File: src/sha512_pkg.sv
// SHA-512 / SHA-384 shared types, constants and round functions.
// No dependencies.
package sha512_pkg;

  typedef struct packed {
    logic [63:0] msg_word;
    logic [3:0]  byte_count;
    logic        last_chunk;
  } in_item_t;

  typedef struct packed {
    logic [63:0] digest_word;
    logic        word_last;
    logic        length_error;
  } out_item_t;

  // front to back command: one buffer word to write, optional compress/finish
  typedef struct packed {
    logic [63:0] data;
    logic [3:0]  widx;
    logic        wr;
    logic        comp;
    logic        fin;
    logic        err;
  } cmd_t;

  localparam logic [63:0] ROUND_K [80] = '{
    64'h428A2F98D728AE22, 64'h7137449123EF65CD, 64'hB5C0FBCFEC4D3B2F, 64'hE9B5DBA58189DBBC,
    64'h3956C25BF348B538, 64'h59F111F1B605D019, 64'h923F82A4AF194F9B, 64'hAB1C5ED5DA6D8118,
    64'hD807AA98A3030242, 64'h12835B0145706FBE, 64'h243185BE4EE4B28C, 64'h550C7DC3D5FFB4E2,
    64'h72BE5D74F27B896F, 64'h80DEB1FE3B1696B1, 64'h9BDC06A725C71235, 64'hC19BF174CF692694,
    64'hE49B69C19EF14AD2, 64'hEFBE4786384F25E3, 64'h0FC19DC68B8CD5B5, 64'h240CA1CC77AC9C65,
    64'h2DE92C6F592B0275, 64'h4A7484AA6EA6E483, 64'h5CB0A9DCBD41FBD4, 64'h76F988DA831153B5,
    64'h983E5152EE66DFAB, 64'hA831C66D2DB43210, 64'hB00327C898FB213F, 64'hBF597FC7BEEF0EE4,
    64'hC6E00BF33DA88FC2, 64'hD5A79147930AA725, 64'h06CA6351E003826F, 64'h142929670A0E6E70,
    64'h27B70A8546D22FFC, 64'h2E1B21385C26C926, 64'h4D2C6DFC5AC42AED, 64'h53380D139D95B3DF,
    64'h650A73548BAF63DE, 64'h766A0ABB3C77B2A8, 64'h81C2C92E47EDAEE6, 64'h92722C851482353B,
    64'hA2BFE8A14CF10364, 64'hA81A664BBC423001, 64'hC24B8B70D0F89791, 64'hC76C51A30654BE30,
    64'hD192E819D6EF5218, 64'hD69906245565A910, 64'hF40E35855771202A, 64'h106AA07032BBD1B8,
    64'h19A4C116B8D2D0C8, 64'h1E376C085141AB53, 64'h2748774CDF8EEB99, 64'h34B0BCB5E19B48A8,
    64'h391C0CB3C5C95A63, 64'h4ED8AA4AE3418ACB, 64'h5B9CCA4F7763E373, 64'h682E6FF3D6B2B8A3,
    64'h748F82EE5DEFB2FC, 64'h78A5636F43172F60, 64'h84C87814A1F0AB72, 64'h8CC702081A6439EC,
    64'h90BEFFFA23631E28, 64'hA4506CEBDE82BDE9, 64'hBEF9A3F7B2C67915, 64'hC67178F2E372532B,
    64'hCA273ECEEA26619C, 64'hD186B8C721C0C207, 64'hEADA7DD6CDE0EB1E, 64'hF57D4F7FEE6ED178,
    64'h06F067AA72176FBA, 64'h0A637DC5A2C898A6, 64'h113F9804BEF90DAE, 64'h1B710B35131C471B,
    64'h28DB77F523047D84, 64'h32CAAB7B40C72493, 64'h3C9EBE0A15C9BEBC, 64'h431D67C49C100D4C,
    64'h4CC5D4BECB3E42B6, 64'h597F299CFC657E2A, 64'h5FCB6FAB3AD6FAEC, 64'h6C44198C4A475817
  };

  localparam logic [63:0] IV_512 [8] = '{
    64'h6A09E667F3BCC908, 64'hBB67AE8584CAA73B, 64'h3C6EF372FE94F82B, 64'hA54FF53A5F1D36F1,
    64'h510E527FADE682D1, 64'h9B05688C2B3E6C1F, 64'h1F83D9ABFB41BD6B, 64'h5BE0CD19137E2179
  };
  localparam logic [63:0] IV_384 [8] = '{
    64'hCBBB9D5DC1059ED8, 64'h629A292A367CD507, 64'h9159015A3070DD17, 64'h152FECD8F70E5939,
    64'h67332667FFC00B31, 64'h8EB44A8768581511, 64'hDB0C2E0D64F98FA7, 64'h47B5481DBEFA4FA4
  };

  localparam logic [7:0] PAD_BYTE = 8'h80;
  localparam logic [6:0] LEN_POS  = 7'd112;

  function automatic logic [63:0] ror(input logic [63:0] x, input int n);
    ror = (x >> n) | (x << (64 - n));
  endfunction

endpackage

File: src/sha512_queue.sv
// Two-entry command queue between front end and compression engine.
// Depends on sha512_pkg.
module sha512_queue import sha512_pkg::*; (
  input  logic clk,
  input  logic rst,
  input  logic clear,
  input  cmd_t wr_cmd,
  input  logic wr_valid,
  output logic wr_stall,
  output cmd_t rd_cmd,
  output logic rd_valid,
  input  logic rd_stall
);
  cmd_t       mem [2];
  logic       wp;
  logic       rp;
  logic [1:0] cnt;
  logic       push;
  logic       pop;

  assign wr_stall = (cnt == 2'd2);
  assign rd_valid = (cnt != 2'd0);
  assign rd_cmd = mem[rp];
  assign push = wr_valid && !wr_stall;
  assign pop = rd_valid && !rd_stall;

  always_ff @(posedge clk) begin
    if (push) mem[wp] <= wr_cmd;
    if (rst || clear) begin
      wp <= 1'b0;
      rp <= 1'b0;
      cnt <= '0;
    end else begin
      if (push) wp <= ~wp;
      if (pop) rp <= ~rp;
      cnt <= cnt + {1'b0, push} - {1'b0, pop};
    end
  end
endmodule

File: config.mk
export PLATFORM = sky130hd
export DESIGN_NAME = sha512_queue
export DESIGN_NICKNAME = d
export VERILOG_FILES = /design/src/sha512_pkg.sv /design/src/sha512_queue.sv
export SDC_FILE = /design/constraint.sdc
export NUM_CORES = 1
export LEC_CHECK = 0
export BUFFER_PORTS_ARGS = -buffer_cell sky130_fd_sc_hd__buf_4
export CAP_MARGIN = 20
export CORE_ASPECT_RATIO = 1.25
export CORE_UTILIZATION = 49
export CTS_BUF_LIST = sky130_fd_sc_hd__clkbuf_8
export CTS_CLUSTER_DIAMETER = 60
export DETAILED_ROUTE_END_ITERATION = 10
export HOLD_SLACK_MARGIN = 0.05
export MAX_ROUTING_LAYER = met4
export PLACE_DENSITY = 0.88
export SLEW_MARGIN = 10
export SYNTH_ARGS = -nofsm -noshare
export SYNTH_HDL_FRONTEND = slang
export SYNTH_SLANG_ARGS = --single-unit
File: constraint.sdc
create_clock -name clk -period 2.7 [get_ports clk]
set_input_delay 0.135 -clock clk [delete_from_list [all_inputs] [get_ports clk]]
set_output_delay 0.135 -clock clk [all_outputs]
set_load 0.005 [all_outputs]
**Yosys cells after proc, flatten, opt, wreduce, memory -nomap -nowiden**

Memories as Yosys holds them, arrays and structs flattened. A register that Yosys moved wholly into a read port is not among the register bits.
Index checks and enable logic that the tools add are counted.

- Bits in registers: 4
- Memory bits (writable): 144
- Input port bits: 77
- Output and inout bits: 74
- Logic and storage cells: 19
- Memories kept: 1

- $add $sub $neg: 2
- Eq/ne operators: 1
- Mux-type cells: 4
- Bitwise operators: 2
- Reduce and logical (&&, ||, !) cells: 6

Memory list:

| memory | depth | bits a word | rd ports | clocked after Yosys merged registers in | write ports | line | source |
|---|---|---|---|---|---|---|---|
| mem | 2 | 72 | 1 | 1 | 1 | sha512_queue.sv:14 | `cmd_t mem [2];` |

Operator list:

| cell | number |
|---|---|
| 2-to-1 mux 1 bit | 4 |
| adder 2 x 1 -> 2 bit | 1 |
| == test 2 bit, second input constant | 1 |
| logical AND 1 bit | 2 |
| logical NOT 1 bit | 2 |
| inverter 1 bit | 2 |
| nonzero test 2 bit | 1 |
| subtractor 2 x 1 -> 2 bit | 1 |
| logical OR 1 bit | 1 |

**Longest topological paths before layout**

Gate-level depths: netlist (run 1).

- Depth in word-level cells: 5
- Depth in mapped cells: 8
- Depth with buffers taken out: 8

**Worst setup path before layout (run 1)**

Ideal clock, no wire load.

- Kind: flip-flop to flip-flop
- Start: reg cnt[0]
- End: mem mem[0][0] (netlist name), enable pin
- Setup time: 0.426 ns
- Arrival: 2.234 ns
- Data required time: 2.274 ns
- Path slack: 0.040 ns
- Cell stages (with the launch flop): 5
- Buffers on the path: 0
- Clock period less this slack: 2.660 ns
- Path through: dfxtp_1 nand2b_2 inv_2 or3_1 inv_1

- Cells in the longest elaborated chain, start to end: 5

Ends and longest elaborated chain:

| what | line | source |
|---|---|---|
| from (decl) | sha512_queue.sv:17 | `logic [1:0] cnt;` |
| from (signal assigned) | sha512_queue.sv:36 | `cnt <= cnt + {1'b0, push} - {1'b0, pop};` |
| == test 2 bit | sha512_queue.sv:21 | `assign wr_stall = (cnt == 2'd2);` |
| net wr_stall | sha512_queue.sv:9 | `output logic wr_stall,` |
| logical NOT 1 bit | sha512_queue.sv:24 | `assign push = wr_valid && !wr_stall;` |
| logical AND 1 bit | sha512_queue.sv:24 |  |
| 2-to-1 mux 1 bit | sha512_queue.sv:28 | `if (push) mem[wp] <= wr_cmd;` |
| 2-to-1 mux 1 bit (implied by the code) | sha512_queue.sv:28 |  |
| to (decl) | sha512_queue.sv:14 |  |

The timed path passes the listed nets, and every way through them passes these cells.

==> metrics.txt, run 1 <==
switching share of power 0.206; first-pass GRT wire length 16600 µm; min Tclk post-route 2.07 ns; CTS tree yes; worst path arrival time 1.93 ns; number of global-route vias before repair 3465; Initial DRC Count 142; final worst setup slack 0.630 ns; Internal 0.00408 W; power per cell area 646 nW/µm²; Starting Density 0.510; gr ovfl total 0; final hold vios 0; max_cap viols 0; Synth Net Count 333; root buf cell clkbuf_8; core box area 10700 µm²; routed len/inst 17.3 µm; sequential share of the synthesized area 0.810; share of layout cells above drive strength 1 0.519; Worst-path clk slew 0.08 ns; # rows 42; Total GRT Usage 0.205; Least-Margin Pin Slew 0.504 ns; Ys Warns 0; Cells after Synth 254; count of pins over their slew limit 0; Critical Path Sink Type output port; Sum Neg Setup Slack 0 ns; #FFs+latches synth 149; antenna violations before repair 0; Filler Cell Count 622; CP max-delay cell dfxtp_4; Fmax 483 MHz; distinct cell type count after synthesis 18; nets@finish 573; syn_area_per_cell 21.5 µm²; Rel. slew slack 0.664; final WL 11000 µm; DRT Pass-1 Iters 4; Mapped Area 5460 µm²; post-CTS setup buffers 0; Via density 4.90; total net switching power 0.00105 W; Routability Congestion 0.723; maximum vdd drop 0.000435 V; # DRC 0; final core utilization 0.741; critical path class register to output port; largest net degree at the start of global routing 45; crit-path cells buf_12 > mux2_2 > buf_4; # port buffers 150; Clk network pwr share 0.379; number of diodes 0; Die H 120 µm; full die area 11600 µm²; Die Wd 96.5 µm; LEAKAGE 3.03 nW; Place WS 0.920 ns; total clock sinks 149; IO Pins 151; worst hold-check path type input port to register; delay-heaviest family, CP flip-flops; crit start category register; CP Data Required Time 2.57 ns; CTS Buf Count 17; RSZ-0062 raised after global routing false; sequential power share 0.523; crit-path max FO 38; clk_lat worst skew 0.43 ns; post-DP HPWL 6310 µm; period utilisation layout 0.767; CTS Buffer Depth 2; clk_skew 0.00821 ns; final setup fails 0; status finished clean; CP max stage delay 0.66 ns; combinational share of power 0.098; via count 3130; antenna viol nets, final 0; Buf/Inv on CP 2; CTS H-tree depth 4; area grow syn2layout 45.4%
==> cell families after synthesis <==
family          synth area share
flops                      0.810
simple gates             0.00962
mux                        0.148
buf+inv                   0.0199
fa+ha+maj                0.00458
compound gates           0.00458
xor+xnor                 0.00321
==> layout make-up <==
| class | instances | area [µm²] | area share |
|---|---|---|---|
| Sequential cell | 149 | 4430 | 0.557 |
| Timing Repair Buffer | 229 | 1930 | 0.243 |
| Multi-Input combinational cell | 91 | 936 | 0.118 |
| Clock buffer | 17 | 234 | 0.0295 |
| Clock inverter | 15 | 225 | 0.0284 |
| Tap cell | 132 | 165 | 0.0208 |
| Inverter | 6 | 22.5 | 0.00284 |
==> power groups by stage <==
stage	Sequential [W]	Clock [W]	Combinational, W
2_1_floorplan	0.00273	0	0.000159
3_3_place_gp	0.00273	0	0.000399
3_5_place_dp	0.00274	0	0.000412
4_1_cts	0.00268	0.00197	0.000503
5_1_grt	0.00269	0.00207	0.000544
6_report	0.00268	0.00194	0.000504
==> final timing paths <==
kind                               end              start  cells after the start  slack, ns
setup / recovery            rd_cmd[45]           register                      3       0.63
hold / removal         wp$_SDFFE_PP0N_           wr_valid                      4       0.11
setup reg to reg  mem[0][40]$_DFFE_PP_  cnt[0]$_SDFF_PP0_                      5       0.94
hold reg to reg               register    rp$_SDFFE_PP0P_                      2       0.52
==> timing repair <==
action | in CTS | in global routing
hold buffers | 75 | 0
resized for setup | 0 | 0
hold endpoints to repair | 149 | 0
==> Yosys cell counts <==
master	number	area (µm²)
a21oi_1	3	15.0
and3_1	1	6.26
buf_4	1	7.51
buf_6	7	78.8
dfxtp_1	5	100
edfxtp_1	144	4320
ha_1	2	25.0
inv_1	5	18.8
inv_2	1	3.75
mux2_2	72	811
nand2_1	1	3.75
nand2b_2	1	8.76
nor2_1	4	15.0
o21ai_0	2	10.0
or2_2	1	6.26
or3_1	2	12.5
xnor2_1	1	8.76
xor2_1	1	8.76
==> per-stage QoR <==
step | cell area [µm²] | instances | power (W) | hold slack, ns
5_1_grt | 7940 | 639 | 0.00531 | 0.144
3_5_place_dp | 6730 | 532 | 0.00315 | 0.322
4_1_cts | 7940 | 639 | 0.00516 | 0.0793
3_3_place_gp | 6730 | 532 | 0.00313 | 0.320
6_report | 7940 | 639 | 0.00513 | 0.114
2_1_floorplan | 5460 | 254 | 0.00289 | 0.234
==> cells in the final DEF (no fill, tap or decap), drive strengths merged <==
| master | instances |
|---|---|
| a21oi | 3 |
| and3 | 1 |
| buf | 154 |
| bufinv | 5 |
| clkbuf | 17 |
| clkinv | 7 |
| dfxtp | 5 |
| dlygate4sd3 | 75 |
| edfxtp | 144 |
| ha | 2 |
| inv | 9 |
| mux2 | 72 |
| nand2 | 1 |
| nand2b | 1 |
| nor2 | 4 |
| o21ai | 2 |
| or2 | 1 |
| or3 | 2 |
| xnor2 | 1 |
| xor2 | 1 |
==> registers in the layout (all words and copies together) (netlist names), named ones only <==
register and flops:
mem 144, cnt 2, rp 1, wp 1
==> routing by layer <==
layer	GRT usage	share of wire	vias to the layer above
li1	-	-	1471
met4	0.0671	0.013	0
met3	0.0520	0.046	16
met1	0.212	0.37	1537
met5	-	0	-
met2	0.370	0.57	106
==> worst register-to-register path, stage by stage (launching register included) <==
cell,delay (ns)
dfxtp_1,0.35
nand2b_2,0.16
inv_2,0.05
or3_1,0.34
inv_2,0.07
buf_4,0.42
No activity file was read; power rests on OpenSTA's default activity.
==> run 2: changes to the inputs <==
--- a/config.mk
+++ b/config.mk
@@ -14,7 +14,7 @@
 export DETAILED_ROUTE_END_ITERATION = 10
 export HOLD_SLACK_MARGIN = 0.05
 export MAX_ROUTING_LAYER = met4
-export PLACE_DENSITY = 0.88
+export PLACE_DENSITY = 0.85
 export SLEW_MARGIN = 10
 export SYNTH_ARGS = -nofsm -noshare
 export SYNTH_HDL_FRONTEND = slang
==> constraint.sdc (replaced) <==
create_clock -name clk -period 2.03 [get_ports clk]
set_input_delay 0.1015 -clock clk [delete_from_list [all_inputs] [get_ports clk]]
set_output_delay 0.1015 -clock clk [all_outputs]
set_load 0.005 [all_outputs]
==> run 2 against run 1 <==
Clock-buffer cell count unchanged; global-route usage about the same; sequential share of layout area up 0.15 points; routed wire length down 0.35%; critical endpoint is now rd_cmd[71]; flip-flop and latch count unchanged; die area unchanged; clock skew up 0.0036 ns; clock power up 9%; total power up 24%; register-to-register slack worse by 0.60 ns; final area down 0.20%; combinational power up 37%.
==> metrics.txt, run 2 (synthesis results as in run 1) <==
clk_skew 0.0118 ns (was 0.00821 ns); final worst setup slack 0.186 ns (was 0.630 ns); post-cts sizing count 0 (unchanged); Biggest register mem (unchanged); Pwr Total 0.00638 W (was 0.00513 W); number of global-route vias before repair 3459 (was 3465); metal1 wirelength 4170 µm (was 4110 µm); Die H 120 µm (unchanged); Via density 4.93 (was 4.90); IO Pins 151 (unchanged); Post-Place Cell Area 6800 µm² (was 6730 µm²); status finished clean (unchanged); CP max-delay cell dfxtp_4 (unchanged); WL met2 6130 µm (was 6280 µm); CTS tree yes (unchanged); Rel. slew slack 0.751 (was 0.664); top layer in use met4 (unchanged); critical path class register to output port (unchanged); cts hold-fix bufs 75 (unchanged); worst path arrival time 1.74 ns (was 1.93 ns); post-DP HPWL 6330 µm (was 6310 µm); Initial DRC Count 169 (was 142); core box area 10700 µm² (unchanged); largest net degree at the start of global routing 51 (was 45); Least-Margin Pin Slew 0.373 ns (was 0.504 ns); root buf cell clkbuf_8 (unchanged); Fmax 542 MHz; full die area 11600 µm² (unchanged); crit-path cells buf_12 > mux2_2 > buf_4 (unchanged); top flop regs mem (144), cnt (2) (unchanged); # DRC 0 (unchanged); power per cell area 804 nW/µm² (was 646 nW/µm²); Finished Layout Cells 641 (was 639); # rows 42 (unchanged); Die Wd 96.5 µm (unchanged); final instance area 7930 µm² (was 7940 µm²); LEAKAGE 2.99 nW (was 3.03 nW); CP max stage delay 0.58 ns (was 0.66 ns); CTS H-tree depth 4 (unchanged); clk_lat worst skew 0.42 ns (was 0.43 ns); DRT Pass-1 Iters 4 (unchanged); antenna violations before repair 0 (unchanged); worst hold-check path type input port to register (unchanged); share of layout cells above drive strength 1 0.523 (was 0.519); Filler Cell Count 618 (was 622); CTS Buffer Depth 2 (unchanged); # port buffers 150 (unchanged); period utilisation layout 0.909; Worst-path clk slew 0.07 ns (was 0.08 ns); nets@finish 575 (was 573); min Tclk post-route 1.84 ns; gr ovfl total 0 (unchanged); first-pass GRT wire length 16400 µm (was 16600 µm); max reg flops 144 (unchanged); via count 3161 (was 3130); Placed Instances 534 (was 532); routed len/inst 17.2 µm (was 17.3 µm); Sum Neg Setup Slack 0 ns (unchanged); number of diodes 0 (unchanged); crit start category register (unchanged); Starting Density 0.510 (unchanged); most frequent cells in the layout 151 x buf_4, 144 x edfxtp_1, 75 x dlygate4sd3_1 (was 152 x buf_4, 144 x edfxtp_1, 75 x dlygate4sd3_1); crit-path max FO 25 (was 38); Critical Path Sink Type output port (unchanged); total clock sinks 149 (unchanged); RSZ-0062 raised after global routing false (unchanged); final setup fails 0 (unchanged); maximum vdd drop 0.000525 V (was 0.000435 V); Total GRT Usage 0.205 (about the same); max_cap viols 0 (unchanged); Place WS 0.365 ns (was 0.920 ns); final hold vios 0 (unchanged); Routability Congestion 0.751 (was 0.723); most common cell after layout, fill and taps aside buf_4 (unchanged); final WL 11000 µm (about the same); post-CTS setup buffers 0 (unchanged); area grow syn2layout 45.1% (was 45.4%); antenna viol nets, final 0 (unchanged); DR WL met3 515 µm (was 504 µm); CP Data Required Time 1.93 ns (was 2.57 ns); count of pins over their slew limit 0 (unchanged); CTS Buf Count 17 (unchanged)
-- run 2: final cells by class --
cell class | instances | area (µm²) | area share
sequential | 149 | 4430 | 0.559
timing repair buffer | 231 | 1980 | 0.250
multi-input combinational | 91 | 946 | 0.119
clock buffer | 17 | 234 | 0.0295
tap | 132 | 165 | 0.0208
clock inverter | 15 | 140 | 0.0177
inverter | 6 | 26.3 | 0.00331
-- run 2: final timing paths --
check	cells past startpoint	from	endpoint	slack [ns]
hold reg to reg	2	wp$_SDFFE_PP0N_	wp$_SDFFE_PP0N_	0.51
hold / removal	4	wr_valid	wp$_SDFFE_PP0N_	0.08
setup reg to reg	8	cnt[1]$_SDFF_PP0_	cnt[1]$_SDFF_PP0_	0.34
setup / recovery	3	register	rd_cmd[71]	0.19
-- run 2: per-stage QoR --
stage | hold slack (ns) | utilization
final | 0.0841 | 0.739
after global routing | 0.113 | 0.739
after CTS | 0.0560 | 0.739
after detailed placement | 0.289 | 0.634
after global placement | 0.287 | 0.634
after floorplan | 0.200 | -
-- run 2: routing by layer --
layer,vias to the layer above,global-route usage
met5,-,-
li1,1478,-
met1,1547,0.209
met2,117,0.365
met3,19,0.0532
met4,0,0.0790
-- run 2: where the power goes --
group	switching (W)	leakage [nW]	total (W)	internal, W
Sequential	0.0000380	1.39	0.00357	0.00353
Combinational	0.000259	1.43	0.000690	0.000430
Clock	0.00105	0.176	0.00212	0.00107
-- run 2: critical path, delay by kind of cell, from the launching register on --
| family | cells | cell delay [ns] |
|---|---|---|
| DFF | 1 | 0.58 |
| muxes | 1 | 0.36 |
| buffers and inverters | 2 | 0.38 |
==> run 3: changes to the inputs <==
==> constraint.sdc (replaced) <==
create_clock -name clk -period 2.2 [get_ports clk]
set_input_delay 0.11 -clock clk [delete_from_list [all_inputs] [get_ports clk]]
set_output_delay 0.11 -clock clk [all_outputs]
set_load 0.005 [all_outputs]
==> run 3 against run 2 <==
Register-to-register slack gained 0.02 ns; final area up 0.36%; sequential share of layout area is 0.23 points lower; hold slack better by 0.039 ns; final cell count shrank 0.31%; core utilization rose by 0.27 points; flip-flop and latch count stayed put; clock-buffer cell count unchanged; largest cell class unchanged; largest power group unchanged; highest routed layer unchanged.
==> metrics.txt, run 3 (synthesis results as in run 1) <==
Die Wd 96.5 µm (unchanged); post-cts sizing count 0 (unchanged); final hold vios 0 (unchanged); Biggest register mem (unchanged); Placed Instances 533 (was 534); Via density 4.89 (was 4.93); full die area 11600 µm² (unchanged); number of global-route vias before repair 3324 (was 3459); Worst-path clk slew 0.07 ns (about the same); final WL 10900 µm (was 11000 µm); clk_lat worst skew 0.42 ns (about the same); total clock sinks 149 (unchanged); max_cap viols 0 (unchanged); power per cell area 775 nW/µm² (was 804 nW/µm²); Rel. slew slack 0.717 (was 0.751); Filler Cell Count 630 (was 618); top flop regs mem (144), cnt (2) (unchanged); CTS Buffer Depth 2 (unchanged); share of layout cells above drive strength 1 0.513 (was 0.523); LEAKAGE 3.03 nW (was 2.99 nW); number of diodes 0 (unchanged); count of pins over their slew limit 0 (unchanged); CTS H-tree depth 4 (unchanged); maximum vdd drop 0.000523 V (was 0.000525 V); crit start category register (unchanged); Total GRT Usage 0.203 (was 0.205); FF/Latch Area 4430 µm² (about the same); final setup fails 0 (unchanged); period utilisation layout 0.873; antenna violations before repair 0 (unchanged); CTS Buf Count 17 (unchanged); cts hold-fix bufs 76 (was 75); gr ovfl total 0 (unchanged); first-pass GRT wire length 16400 µm (about the same); critical path class register to output port (unchanged); # port buffers 150 (unchanged); nets@finish 575 (unchanged); via count 3124 (was 3161); Initial DRC Count 171 (was 169); clk_skew 0.00858 ns (was 0.0118 ns); # rows 42 (unchanged); Routability Congestion 0.675 (was 0.751); most common cell after layout, fill and taps aside buf_4 (unchanged); routed len/inst 17.1 µm (was 17.2 µm); area grow syn2layout 45.6% (was 45.1%); worst path arrival time 1.81 ns (was 1.74 ns); footprint of the multi-input gates 936 µm² (was 946 µm²); min Tclk post-route 1.92 ns; RSZ-0062 raised after global routing false (unchanged); worst hold-check path type input port to register (unchanged); root buf cell clkbuf_8 (unchanged); Die H 120 µm (unchanged); status finished clean (unchanged); CTS tree yes (unchanged); most frequent cells in the layout 151 x buf_4, 144 x edfxtp_1, 76 x dlygate4sd3_1 (was 151 x buf_4, 144 x edfxtp_1, 75 x dlygate4sd3_1); CP Data Required Time 2.09 ns (was 1.93 ns); Sum Neg Setup Slack 0 ns (unchanged); core box area 10700 µm² (unchanged); antenna viol nets, final 0 (unchanged); Finished Layout Cells 639 (was 641); Least-Margin Pin Slew 0.425 ns (was 0.373 ns); IO Pins 151 (unchanged); post-DP HPWL 6380 µm (was 6330 µm); DRT Pass-1 Iters 4 (unchanged); Critical Path Sink Type output port (unchanged); max reg flops 144 (unchanged); largest net degree at the start of global routing 73 (was 51); Starting Density 0.510 (unchanged); post-CTS setup buffers 0 (unchanged); Fmax 520 MHz; # DRC 0 (unchanged); crit-path max FO 22 (was 25)
## run 3: routing by layer
layer / vias to the layer above / wire, µm / GRT usage
met2: 116 / 5880 / 0.339
met4: 0 / 203 / 0.0790
met5: - / 0 / -
met1: 1521 / 4240 / 0.224
li1: 1470 / - / -
met3: 17 / 600 / 0.0608
## run 3: worst max-delay path, cell delays in order (launching register included)
cell	delay [ns]
dfxtp_4	0.54
buf_4	0.32
mux2_2	0.37
buf_4	0.14
## run 3: final cells by class
cell class | count | area share
sequential | 149 | 0.557
timing repair buffer | 231 | 0.248
multi-input combinational | 91 | 0.118
clock buffer | 17 | 0.0294
clock inverter | 13 | 0.0241
tap | 132 | 0.0208
inverter | 6 | 0.00330
## run 3: report_power, final
group / leakage (nW) / internal, W / switching [W]
sequential: 1.39 / 0.00326 / 0.0000345
clock: 0.217 / 0.00132 / 0.000927
combinational: 1.42 / 0.000392 / 0.000241
## run 3: final timing paths
path,startpoint,end,slack [ns],cells after the start
setup reg to reg,cnt[0]$_SDFF_PP0_,mem[0][43]$_DFFE_PP_,0.36,5
hold / removal,wr_valid,wp$_SDFFE_PP0N_,0.12,4
hold reg to reg,rp$_SDFFE_PP0P_,rp$_SDFFE_PP0P_,0.53,2
setup / recovery,register,rd_cmd[10],0.28,3
## run 3: stage by stage
step | total power (W) | setup WS, ns | utilization | cell area, µm² | hold WS, ns
2_1_floorplan | 0.00354 | 0.0676 | - | 5470 | 0.209
3_3_place_gp | 0.00385 | 0.520 | 0.631 | 6770 | 0.296
3_5_place_dp | 0.00387 | 0.427 | 0.631 | 6770 | 0.297
4_1_cts | 0.00621 | 0.220 | 0.742 | 7960 | 0.0677
5_1_grt | 0.00640 | 0.174 | 0.742 | 7960 | 0.160
6_report | 0.00617 | 0.278 | 0.742 | 7960 | 0.123
