## src/sha512_pkg.sv

```systemverilog
// SHA-512 / SHA-384 shared types, constants and round functions.
// No dependencies.
package sha512_pkg;

  typedef struct packed {
    logic [63:0] msg_word;
    logic [3:0]  byte_count;
    logic        last_chunk;
  } in_item_t;

  typedef struct packed {
    logic [63:0] digest_word;
    logic        word_last;
    logic        length_error;
  } out_item_t;

  // front to back command: one buffer word to write, optional compress/finish
  typedef struct packed {
    logic [63:0] data;
    logic [3:0]  widx;
    logic        wr;
    logic        comp;
    logic        fin;
    logic        err;
  } cmd_t;

  localparam logic [63:0] ROUND_K [80] = '{
    64'h428A2F98D728AE22, 64'h7137449123EF65CD, 64'hB5C0FBCFEC4D3B2F, 64'hE9B5DBA58189DBBC,
    64'h3956C25BF348B538, 64'h59F111F1B605D019, 64'h923F82A4AF194F9B, 64'hAB1C5ED5DA6D8118,
    64'hD807AA98A3030242, 64'h12835B0145706FBE, 64'h243185BE4EE4B28C, 64'h550C7DC3D5FFB4E2,
    64'h72BE5D74F27B896F, 64'h80DEB1FE3B1696B1, 64'h9BDC06A725C71235, 64'hC19BF174CF692694,
    64'hE49B69C19EF14AD2, 64'hEFBE4786384F25E3, 64'h0FC19DC68B8CD5B5, 64'h240CA1CC77AC9C65,
    64'h2DE92C6F592B0275, 64'h4A7484AA6EA6E483, 64'h5CB0A9DCBD41FBD4, 64'h76F988DA831153B5,
    64'h983E5152EE66DFAB, 64'hA831C66D2DB43210, 64'hB00327C898FB213F, 64'hBF597FC7BEEF0EE4,
    64'hC6E00BF33DA88FC2, 64'hD5A79147930AA725, 64'h06CA6351E003826F, 64'h142929670A0E6E70,
    64'h27B70A8546D22FFC, 64'h2E1B21385C26C926, 64'h4D2C6DFC5AC42AED, 64'h53380D139D95B3DF,
    64'h650A73548BAF63DE, 64'h766A0ABB3C77B2A8, 64'h81C2C92E47EDAEE6, 64'h92722C851482353B,
    64'hA2BFE8A14CF10364, 64'hA81A664BBC423001, 64'hC24B8B70D0F89791, 64'hC76C51A30654BE30,
    64'hD192E819D6EF5218, 64'hD69906245565A910, 64'hF40E35855771202A, 64'h106AA07032BBD1B8,
    64'h19A4C116B8D2D0C8, 64'h1E376C085141AB53, 64'h2748774CDF8EEB99, 64'h34B0BCB5E19B48A8,
    64'h391C0CB3C5C95A63, 64'h4ED8AA4AE3418ACB, 64'h5B9CCA4F7763E373, 64'h682E6FF3D6B2B8A3,
    64'h748F82EE5DEFB2FC, 64'h78A5636F43172F60, 64'h84C87814A1F0AB72, 64'h8CC702081A6439EC,
    64'h90BEFFFA23631E28, 64'hA4506CEBDE82BDE9, 64'hBEF9A3F7B2C67915, 64'hC67178F2E372532B,
    64'hCA273ECEEA26619C, 64'hD186B8C721C0C207, 64'hEADA7DD6CDE0EB1E, 64'hF57D4F7FEE6ED178,
    64'h06F067AA72176FBA, 64'h0A637DC5A2C898A6, 64'h113F9804BEF90DAE, 64'h1B710B35131C471B,
    64'h28DB77F523047D84, 64'h32CAAB7B40C72493, 64'h3C9EBE0A15C9BEBC, 64'h431D67C49C100D4C,
    64'h4CC5D4BECB3E42B6, 64'h597F299CFC657E2A, 64'h5FCB6FAB3AD6FAEC, 64'h6C44198C4A475817
  };

  localparam logic [63:0] IV_512 [8] = '{
    64'h6A09E667F3BCC908, 64'hBB67AE8584CAA73B, 64'h3C6EF372FE94F82B, 64'hA54FF53A5F1D36F1,
    64'h510E527FADE682D1, 64'h9B05688C2B3E6C1F, 64'h1F83D9ABFB41BD6B, 64'h5BE0CD19137E2179
  };
  localparam logic [63:0] IV_384 [8] = '{
    64'hCBBB9D5DC1059ED8, 64'h629A292A367CD507, 64'h9159015A3070DD17, 64'h152FECD8F70E5939,
    64'h67332667FFC00B31, 64'h8EB44A8768581511, 64'hDB0C2E0D64F98FA7, 64'h47B5481DBEFA4FA4
  };

  localparam logic [7:0] PAD_BYTE = 8'h80;
  localparam logic [6:0] LEN_POS  = 7'd112;

  function automatic logic [63:0] ror(input logic [63:0] x, input int n);
    ror = (x >> n) | (x << (64 - n));
  endfunction

endpackage

```

## src/sha512_front.sv

```systemverilog
// Front end: packs message bytes, tracks length, emits padding commands.
// Depends on sha512_pkg.
module sha512_front import sha512_pkg::*; (
  input  logic     clk,
  input  logic     rst,
  input  logic     clear,
  input  in_item_t in_item,
  input  logic     in_valid,
  output logic     in_stall,
  output cmd_t     cmd,
  output logic     cmd_valid,
  input  logic     cmd_stall
);
  typedef enum logic [1:0] {S_IDLE, S_DATA, S_PAD, S_LEN} state_t;

  state_t      state;
  logic [6:0]  fill;
  logic [63:0] total;
  logic        ovf;
  logic [63:0] acc;
  in_item_t    cur;
  logic [3:0]  n;
  logic [3:0]  nb;
  logic        drop;
  logic [7:0]  sum;
  logic        crossed;
  logic [63:0] msg_m;
  logic [63:0] rest;
  logic [63:0] merged;
  logic [63:0] acc_next;
  logic [63:0] mask;
  logic [6:0]  fill_next;
  logic [64:0] tsum;

  assign in_stall = (state != S_IDLE);
  assign n = (cur.byte_count > 4'd8) ? 4'd8 : cur.byte_count;
  assign tsum = {1'b0, total} + {61'd0, n};
  assign drop = tsum[64];
  assign nb = drop ? 4'd0 : n;
  assign sum = {1'b0, fill} + {4'd0, nb};
  assign crossed = (sum[7:3] != {1'b0, fill[6:3]});
  assign msg_m = cur.msg_word & ~(64'hFFFF_FFFF_FFFF_FFFF >> {nb, 3'b000});
  assign rest = msg_m << {4'd8 - {1'b0, fill[2:0]}, 3'b000};
  assign mask = (fill[2:0] == 3'd0) ? 64'd0 : ~(64'hFFFF_FFFF_FFFF_FFFF >> {fill[2:0], 3'b000});
  assign merged = (acc & mask) | ((msg_m >> {fill[2:0], 3'b000}) & ~mask);
  assign acc_next = (sum[2:0] == 3'd0) ? 64'd0 : (crossed ? rest : merged);

  always_comb begin
    cmd = '0;
    cmd_valid = 1'b0;
    fill_next = fill;
    cmd.err = ovf;
    case (state)
      S_DATA: begin
        cmd.widx = fill[6:3];
        cmd.data = merged;
        cmd.wr = 1'b1;
        cmd.comp = crossed && (fill[6:3] == 4'hF);
        cmd_valid = crossed;
        fill_next = sum[6:0];
      end
      S_PAD: begin
        cmd.widx = fill[6:3];
        cmd.data = acc;
        cmd.wr = 1'b1;
        cmd.comp = (fill[6:3] == 4'hF);
        cmd_valid = 1'b1;
        fill_next = {fill[6:3] + 4'd1, 3'b000};
      end
      S_LEN: begin
        cmd.widx = fill[3] ? 4'hF : 4'hE;
        cmd.data = fill[3] ? {total[60:0], 3'b000} : {61'd0, total[63:61]};
        cmd.wr = 1'b1;
        cmd.comp = fill[3];
        cmd.fin = fill[3];
        cmd_valid = 1'b1;
        fill_next = fill[3] ? 7'd0 : 7'd120;
      end
      default: ;
    endcase
  end

  always_ff @(posedge clk) begin
    if (rst || clear) begin
      state <= S_IDLE;
      fill <= '0;
      total <= '0;
      ovf <= 1'b0;
    end else begin
      case (state)
        S_IDLE: if (in_valid) begin
          cur <= in_item;
          state <= S_DATA;
        end
        S_DATA: if (!cmd_stall || !cmd_valid) begin
          if (drop) ovf <= 1'b1; else total <= tsum[63:0];
          if (!cur.last_chunk) begin
            acc <= acc_next;
            fill <= fill_next;
            state <= S_IDLE;
          end else begin
            // put the 0x80 byte into the word being built
            acc <= acc_next | ({PAD_BYTE, 56'd0} >> {sum[2:0], 3'b000});
            fill <= {sum[6:3], 3'b000};
            state <= S_PAD;
          end
        end
        S_PAD: if (!cmd_stall) begin
          acc <= '0;
          fill <= fill_next;
          if (fill_next == LEN_POS) state <= S_LEN;
        end
        S_LEN: if (!cmd_stall) begin
          fill <= fill_next;
          if (fill[3]) begin
            state <= S_IDLE;
            total <= '0;
            ovf <= 1'b0;
          end
        end
        default: state <= S_IDLE;
      endcase
    end
  end
endmodule

```

## config.mk

```make
export PLATFORM = sky130hd
export DESIGN_NAME = sha512_front
export DESIGN_NICKNAME = d
export VERILOG_FILES = /design/src/sha512_pkg.sv /design/src/sha512_front.sv
export SDC_FILE = /design/constraint.sdc
export NUM_CORES = 1
export LEC_CHECK = 0
export ABC_AREA = 1
export BUFFER_PORTS_ARGS = -buffer_cell sky130_fd_sc_hd__buf_2
export CORE_UTILIZATION = 40
export CTS_CLUSTER_SIZE = 25
export DETAILED_ROUTE_END_ITERATION = 8
export SLEW_MARGIN = 20
export SYNTH_ARGS = -nofsm -noshare
export SYNTH_HDL_FRONTEND = slang
export SYNTH_SLANG_ARGS = --single-unit
```

## constraint.sdc

```tcl
create_clock -name clk -period 14.45 [get_ports clk]
set_clock_uncertainty 0.15 [all_clocks]
set_input_delay 1.445 -clock clk [delete_from_list [all_inputs] [get_ports clk]]
set_output_delay 1.445 -clock clk [all_outputs]
set_load 0.01 [all_outputs]
```

Word level (Yosys, flattened, before mapping)
Index checks and enable logic that the tools add are counted.
{ "word_totals": {"regBits": 207, "latchBits": 0, "ramBits": 0, "romBits": 0, "inputBits": 74, "out_inout_bits": 74, "elab_cells": 99, "memories": 0} }
{ "classes": {"addsub": 4, "multipliers": 0, "n_div": 0, "n_lt_le_gt_ge": 1, "eq_ne": 15, "shift": 5, "mux": 38, "bitwise_logic": 9, "n_reduce_logical": 19} }
{ "ops": {"columns": ["operator", "n"], "rows": [
  ["2-to-1 mux 64 bit", 11],
  ["case mux 64 bit (2 select lines)", 2],
  ["case mux 70 bit (3 select lines)", 1],
  ["bitwise AND 64 bit", 3],
  ["inverter 64 bit", 3],
  ["OR 64 bit", 2],
  ["right shift 64 x 6 -> 64 bit (first input constant)", 2],
  ["adder 64 x 4 -> 65 bit", 1],
  ["left shift 64 x 7 -> 64 bit", 1],
  ["right shift 64 x 6 -> 64 bit", 1],
  ["right shift 64 x 7 -> 64 bit (first input constant)", 1],
  ["2-to-1 mux 7 bit", 4],
  ["case mux 7 bit (3 select lines)", 1],
  ["!= test 2 bit (second input constant)", 9],
  ["2-to-1 mux 2 bit", 7],
  ["case mux 7 bit (2 select lines)", 1],
  ["AND reduction 5 bit", 2],
  ["adder 7 x 4 -> 8 bit", 1],
  ["2-to-1 mux 4 bit", 2],
  ["case mux 2 bit (4 select lines)", 1],
  ["nonzero test 2 bit", 4],
  ["== test 7 bit (second input constant)", 1],
  ["zero test 3 bit", 2],
  ["2-to-1 mux 1 bit", 6],
  ["17 further kinds", 22]
]} }

Depth between registers and ports, before layout
Gate-level depths: netlist of the first run.
{ "depth": {"word_depth": 16, "mapped_depth": 32, "depth_no_buf": 31} }

Least setup slack after synthesis of the first run
OpenSTA, ideal clock, no wires.
{ "synth_timing": {"path_type": "register to register", "start": "reg cur[4] (netlist bit)", "end": "reg acc[0], enable pin", "setup_time_ns": 0.507, "t_arrival_ns": 6.483, "required_time_ns": 13.793, "slack_ns": 7.310, "stages_incl_launch_ff": 22, "path_buffers": 0, "synth_period_minus_slack_ns": 7.140, "path_cell_list": "edfxtp_1 nor2_1 ha_1 inv_1 fa_1 inv_1 nand2_1 nand2_1 nand3_4 nor2_8 nand2_4 nor2_1 nor2_1 ha_1 fa_1 nand4_1 nand2_1 a21oi_4 nand2_4 nand2_2 nand2_2 a21oi_1"} }
{ "synth_between": {"elab_chain_cells": 11} }
{ "synth_lines": {"columns": ["element", "line", "text"], "rows": [
  ["start, declared", "sha512_front.sv:21", "in_item_t cur;"],
  ["start signal, assigned", "sha512_front.sv:92", "cur <= in_item;"],
  ["> comparator 4 bit", "sha512_front.sv:36", "assign n = (cur.byte_count > 4'd8) ? 4'd8 : cur.byte_count;"],
  ["2-to-1 mux 4 bit (*)", "sha512_front.sv:36", null],
  ["adder 64 x 4 -> 65 bit", "sha512_front.sv:37", "assign tsum = {1'b0, total} + {61'd0, n};"],
  ["2-to-1 mux 4 bit (*)", "sha512_front.sv:39", "assign nb = drop ? 4'd0 : n;"],
  ["adder 7 x 4 -> 8 bit (*)", "sha512_front.sv:40", "assign sum = {1'b0, fill} + {4'd0, nb};"],
  ["!= test 5 x 4 -> 1 bit (*)", "sha512_front.sv:41", "assign crossed = (sum[7:3] != {1'b0, fill[6:3]});"],
  ["case mux 1 bit (2 select lines) (*)", "sha512_front.sv:53", "case (state)"],
  ["zero test 1 bit (*)", "sha512_front.sv:95", "S_DATA: if (!cmd_stall || !cmd_valid) begin"],
  ["logical OR 1 bit (*)", "sha512_front.sv:95", null],
  ["!= test 2 bit (no source line) (*)", null, null],
  ["AND reduction 4 bit (no source line) (*)", null, null],
  ["end signal, assigned", "sha512_front.sv:98", "acc <= acc_next;"],
  ["end signal, assigned", "sha512_front.sv:103", "acc <= acc_next | ({PAD_BYTE, 56'd0} >> {sum[2:0], 3'b000});"],
  ["end, declared", "sha512_front.sv:20", "logic [63:0] acc;"]
]} }
Mark *: on every way between the ends. The rest lies on a longest branch, timed or not.
A chain may end at the register's enable or synchronous reset.

==> results.py, run 1 <==
metrics = {
    "placement": {
        "dp_hpwl_microns": 51100,
        "placed_cells": 2990,
        "numPortBuffers": 147,
        "gp_congestion": 1.00,
    },
    "critical_path": {
        "crit_path_start": "cur[4]",
        "worstPathRequired_ns": 12.86,
        "critPathBufInv": 5,
        "cp-start-kind": "flop",
        "timing.critical_path.slowest_stage_cell": "nand2_4",
        "crit_path_end_kind": "output port",
        "worstPathCellList": "nor2_1 -> ha_1 -> inv_1 -> fa_1 -> inv_1 -> nand2_1 -> nand2_1 -> nand3_4 -> nor2_8 -> nand2_4 -> nor2_1 -> nor2_2 -> ha_1 -> inv_1 -> o21ai_0 -> clkinv_1 -> nand2_1 -> a21oi_4 -> nand2_4 -> nand2_2 -> nand2_1 -> nand3_1 -> a21oi_1 -> buf_2",
        "path_common_cell": "nand2_1",
        "path_class": "reg2out",
        "critPathTopFamily": "simple AND/OR/NAND/NOR gates",
        "r2r_start": "cur[4]",
        "cpPeakStageDelay_ns": 0.63,
        "arrival_ns": 5.45,
        "cp_max_fo": 82,
    },
    "drt": {
        "wl_met2_microns": 29600,
        "antenna_left": 0,
        "drt_iter0_drc": 2447,
        "totalWireLength_microns": 69500,
        "drc": 0,
        "num_vias": 17800,
        "met1_length_microns": 29300,
        "first_pass_iters": 6,
        "wl_met3_microns": 7010,
        "topRoutingLayerUsed": "met5",
        "vias_per_cell": 5.84,
        "wire_per_inst_microns": 22.9,
    },
    "cells_and_area": {
        "layout.cells.non_filler": 3038,
        "drive_gt1_frac": 0.113,
        "fin_nets": 2586,
        "syn2layout_area_growth_pct": 12.3,
        "fill_cells": 4233,
        "num_antenna_cells": 0,
    },
    "clocking": {
        "htree_num_levels": 1,
        "cts_made_buffers": 27,
        "clock_tree.root_cell": "clkbuf_16",
        "clkLatencyLatePin_ns": 0.59,
        "cts.sinks": 207,
        "holdBufCountCts": 0,
        "clock_path_buffers": 3,
        "cts_setup_buffers": 0,
        "post_cts_resized": 0,
        "path_clk_slew_ns": 0.06,
        "cts_tree": "done",
    },
    "global_route": {
        "grt_pass1_wl_microns": 103000,
        "grt_antenna_before_repair": 1,
        "grt_max_degree": 83,
        "grt_usage": 0.331,
        "grt_pass1_vias": 16200,
        "grt_overflow": 0,
    },
    "sta": {
        "setup_tns_ns": 0,
        "rsz0062_at_grt": "no",
        "fin_crit_sh": 0.488,
        "max_slew_margin": 0.248,
        "setup_violations": 0,
        "period_needed_ns": 7.05,
        "maxSlewViolCount": 0,
        "max_clock_freq_mhz": 142,
        "tightest_slew_ns": 1.13,
        "timing_hold_violations_final": 0,
    },
    "yosys": {
        "synthFlopType": "edfxtp_1",
        "synth_area_per_cell_sq_um": 6.62,
        "async_flop_share": 0,
        "yosysWarnings": 0,
        "syn_area_sq_um": 16100,
        "synth_edf_count": 133,
        "synth-seq-cells": 207,
        "yosysSeqAreaShare": 0.340,
        "synth_cell_type_count": 57,
        "synth_fp_nets": 2527,
        "synth_cells": 2435,
    },
    "min_path": {
        "hold_path_class": "reg2reg",
        "hp-start": "total[33]",
    },
    "floorplan": {
        "core_sq_um": 39700,
        "num_io_pins": 148,
        "die_x_microns": 203,
        "die-height_microns": 203,
        "initial_core_util": 0.406,
        "rows": 73,
        "dieArea_sq_um": 41100,
    },
    "job": {
        "drv_cap": 0,
    },
    "power_and_ir_drop": {
        "leakagePower_nw": 7.05,
        "vdd_drop_max_mv": 0.0868,
        "power_density_nw_per_um2": 93.4,
    },
    "run_status": {
        "status": "complete, no violations",
    },
}
-- cell usage after synthesis (all sizes together), types with 12 or more instances --
library cell  instances  share of area
o22ai                54          0.021
nand4                81          0.032
clkbuf              110          0.026
nand2               607           0.14
o21a                 15         0.0070
edfxtp              133           0.25
nand3               107          0.035
xor2                 52          0.028
o221ai               12         0.0065
a31oi                32          0.012
a21oi               194          0.062
o211ai               15         0.0070
ha                   16          0.012
nor3                 37          0.011
buf                  35          0.015
dfxtp                74          0.092
o21ai               218          0.068
inv                 247          0.057
nor2                325          0.080
-- cell type report --
| cell class | count | area [sq um] | area share |
|---|---|---|---|
| Multi-Input combinational cell | 1832 | 9090 | 0.502 |
| Sequential cell | 207 | 5480 | 0.302 |
| Inverter | 251 | 942 | 0.0520 |
| Clock buffer | 33 | 728 | 0.0402 |
| Clock inverter | 15 | 272 | 0.0150 |
| Timing Repair Buffer | 175 | 946 | 0.0522 |
| Tap cell | 525 | 657 | 0.0363 |
-- cell families (layout without fill, tap and decap cells) --
kind of cell               Yosys count  in the layout  synth area share
adders and majority gates           18             18            0.0149
and+or+nand+nor                   1179           1179             0.312
AOI/OAI and AO/OA                  575            575             0.202
xor gates and xnor gates            59             59            0.0320
DFF                                207            207             0.340
muxes                                1              1          0.000621
buffers and inverters              396            474            0.0995
-- cell usage in the layout (no fill, tap or decap), drive strengths merged, types with 2 or more instances in the layout --
| cell | synthesis | routed |
|---|---|---|
| dfxtp | 74 | 74 |
| fa | 2 | 2 |
| a21oi | 194 | 194 |
| a21boi | 4 | 4 |
| inv | 247 | 248 |
| xor2 | 52 | 52 |
| o31ai | 3 | 3 |
| o211a | 7 | 7 |
| and2 | 2 | 2 |
| ha | 16 | 16 |
| nor3 | 37 | 37 |
| o22ai | 54 | 54 |
| a21o | 2 | 2 |
| clkinvlp | 0 | 3 |
| o21ai | 218 | 218 |
| bufinv | 0 | 7 |
| a22o | 3 | 3 |
| nand4 | 81 | 81 |
| o211ai | 15 | 15 |
| o221ai | 12 | 12 |
| clkinv | 4 | 8 |
| a211oi | 10 | 10 |
| or2 | 8 | 8 |
| nor4 | 10 | 10 |
| nand2 | 607 | 607 |
| nand3 | 107 | 107 |
| clkbuf | 110 | 33 |
| xnor2 | 7 | 7 |
| a31oi | 32 | 32 |
| o21bai | 3 | 3 |
| edfxtp | 133 | 133 |
| o21a | 15 | 15 |
| nor2 | 325 | 325 |
| buf | 35 | 175 |
-- worst min-delay path, cell delays in order (launching register included) --
cell and delay [ns]:
dfxtp_1 0.32, nand2_1 0.06, a21oi_1 0.05
-- power by group --
part / leakage (nW) / internal, mW / switching [mW] / total [mW]
Clock: 0.480 / 0.483 / 0.288 / 0.771
Combinational: 4.76 / 0.0707 / 0.198 / 0.268
Sequential: 1.81 / 0.647 / 0.00569 / 0.653
Total: 7.05 / 1.20 / 0.492 / 1.69
-- state kept, by name, indices dropped and copies added, names as in the netlist, named ones only --
name / count
acc: 64
cur: 69
state: 1
fill: 7
total: 64
ovf: 1
-- routing by layer --
metal	track usage	vias to the layer above
met4	0.151	2
met1	0.464	8286
met3	0.0602	145
met5	0	-
li1	-	8304
met2	0.493	1019
-- per-stage QoR --
step	hold WS, ns	utilization	total power [mW]	setup slack, ns	area, sq um
2_1_floorplan	0.302	-	0.835	7.31	16100
3_3_place_gp	0.314	0.431	0.922	7.73	17100
3_5_place_dp	0.323	0.431	0.923	7.53	17100
4_1_cts	0.332	0.456	1.69	7.39	18100
5_1_grt	0.349	0.456	1.74	6.93	18100
6_report	0.330	0.456	1.69	7.40	18100
-- path summary, 6_finish.rpt --
| path | end | slack (ns) | cells past startpoint |
|---|---|---|---|
| worst max-delay path | cmd[2] | 7.40 | 24 |
| worst min-delay path | total[33] | 0.33 | 2 |
| worst max register to register | total[38] | 7.44 | 28 |
| worst min register to register | total[33] | 0.33 | 2 |
Note: power is estimated with default switching activity, not from simulation.
==> run 2: changes to the inputs <==
clock period = 7.3 ns   (was 14.45 ns; I/O delays follow)
==> run 2 against run 1 <==
Effect of this change: critical path depth down 1; utilization down 0.18 points; first-iteration DRC count down 9.3%; clock-buffer cell count up 1; highest routed layer is now met4.
==> results.py, run 2 (synthesis gave the netlist of run 1 again) <==
metrics = {
    "floorplan": {
        "initial_core_util": 0.406,
        "core_sq_um": 39700,
        "num_io_pins": 148,
        "die-height_microns": 203,
        "die_x_microns": 203,
        "rows": 73,
        "dieArea_sq_um": 41100,
    },
    "clocking": {
        "clkLatencyLatePin_ns": 0.60,
        "cts_tree": "done",
        "clock_tree.root_cell": "clkbuf_16",
        "path_clk_slew_ns": 0.06,
        "clock_path_buffers": 3,
        "cts.sinks": 207,
        "cts_setup_buffers": 0,
        "holdBufCountCts": 0,
        "post_cts_resized": 0,
        "htree_num_levels": 1,
        "cts_made_buffers": 27,
    },
    "cells_and_area": {
        "syn2layout_area_growth_pct": 11.9,
        "largest_register": "cur",
        "num_antenna_cells": 0,
        "final-seq-area_sq_um": 5480,
        "drive_gt1_frac": 0.114,
        "top_regs": "cur: 69 flops, acc: 64 flops, total: 64 flops",
        "multiInputGateArea_sq_um": 9090,
        "final_cell_mix": "nand2_1 (589), nor2_1 (307), inv_1 (240), o21ai_0 (200), a21oi_1 (190)",
        "layout.cells.non_filler": 3043,
        "fin_nets": 2590,
        "final_common_cell": "nand2_1",
        "fill_cells": 4244,
        "largest_reg_flops": 69,
    },
    "critical_path": {
        "path_class": "reg2out",
        "crit_path_end_kind": "output port",
        "path_common_cell": "nand2_1",
        "critPathBufInv": 3,
        "critPathTopFamily": "simple AND/OR/NAND/NOR gates",
        "worstPathCellList": "nor2_1 -> ha_1 -> inv_1 -> fa_1 -> inv_1 -> nand2_1 -> nand2_1 -> nand3_4 -> nor2_8 -> nand2_4 -> nor2_1 -> nor2_2 -> a21oi_4 -> a21oi_2 -> nand2_1 -> nand2_1 -> nand2_1 -> a21oi_1 -> o211ai_1 -> o21ai_0 -> a21oi_1 -> nor2_1 -> buf_2",
        "cpPeakStageDelay_ns": 0.50,
        "cp_max_fo": 16,
        "reg2reg_slack_ns": 1.48,
        "worstPathRequired_ns": 6.42,
        "timing.critical_path.slowest_stage_cell": "edfxtp_1",
        "cp-start-kind": "flop",
        "r2r_start": "cur[4]",
        "reg2reg_depth": 28,
        "arrival_ns": 5.45,
        "r2r_end": "ovf",
    },
    "sta": {
        "maxSlewViolCount": 0,
        "max_slew_margin": 0.281,
        "tightest_slew_ns": 1.08,
        "rsz0062_at_grt": "no",
        "setup_violations": 0,
        "fin_crit_sh": 0.867,
        "setup_tns_ns": 0,
        "timing_hold_violations_final": 0,
        "period_needed_ns": 6.33,
        "max_clock_freq_mhz": 158,
    },
    "drt": {
        "antenna_left": 0,
        "num_vias": 17700,
        "totalWireLength_microns": 72400,
        "drt_iter0_drc": 2219,
        "vias_per_cell": 5.81,
        "first_pass_iters": 9,
        "drc": 0,
        "wire_per_inst_microns": 23.8,
    },
    "global_route": {
        "grt_pass1_wl_microns": 107000,
        "grt_max_degree": 83,
        "grt_overflow": 0,
        "grt_pass1_vias": 16300,
        "grt_usage": 0.347,
        "grt_antenna_before_repair": 1,
    },
    "min_path": {
        "hold_path_class": "in2reg",
        "hp-start": "in_item[27]",
        "min_to": "cur[27]",
        "whs_path_depth": 1,
    },
    "power_and_ir_drop": {
        "power_density_nw_per_um2": 178,
        "leakagePower_nw": 7.03,
        "vdd_drop_max_mv": 0.262,
    },
    "placement": {
        "placed_cells": 2994,
        "gp_congestion": 1.03,
        "numPortBuffers": 147,
        "dp_hpwl_microns": 54200,
    },
    "job": {
        "drv_cap": 0,
    },
    "run_status": {
        "status": "complete, no violations",
    },
}
[run 2: cell count changes in the layout (fill, tap and decap cells not counted)]
cell and delta:
bufinv_16 -5, buf_4 +4, clkbuf_8 +2, clkinv_1 +2
clkinv_2 +2, clkbuf_1 -1, clkinv_4 +1
[run 2: where the power goes]
part / internal (mW) / switching, mW
Combinational: 0.141 / 0.399
Sequential: 1.28 / 0.0117
Clock: 0.799 / 0.577
[run 2: final cells by class]
type,count,share of cell area
inverters,251,0.0522
repair buffers,179,0.0541
clock buffers,34,0.0417
clock inverters,15,0.00818
multi-input cells,1832,0.504
flip-flops and latches,207,0.303
well taps,525,0.0364
[run 2: worst max path at each step]
stage,startpoint,endpoint,slack [ns],depth (start not counted)
2_1_floorplan,cur[4],acc[0],0.16,21
3_3_place_gp,cur[4],ovf,1.65,28
3_5_place_dp,cur[4],ovf,1.57,28
4_1_cts,cur[4],cmd[17],1.08,23
5_1_grt,cur[4],cmd[19],0.71,21
6_report,cur[4],cmd[17],0.97,23
[run 2: routing by layer]
layer,global-route usage,vias up,share of wire,wire [microns]
met5,0,-,0,0
met1,0.478,8297,0.43,31100
met3,0.0695,143,0.089,6460
li1,-,8317,-,-
met4,0.155,0,0.050,3630
met2,0.522,935,0.43,31200
[run 2: through the flow]
step | hold slack, ns | setup slack (ns) | power, mW | util | cell area, sq um
2_1_floorplan | 0.302 | 0.160 | 1.65 | - | 16100
3_3_place_gp | 0.314 | 1.65 | 1.84 | 0.431 | 17100
3_5_place_dp | 0.324 | 1.57 | 1.84 | 0.432 | 17100
4_1_cts | 0.132 | 1.08 | 3.21 | 0.454 | 18000
5_1_grt | 0.145 | 0.711 | 3.31 | 0.454 | 18000
6_report | 0.157 | 0.970 | 3.21 | 0.454 | 18000
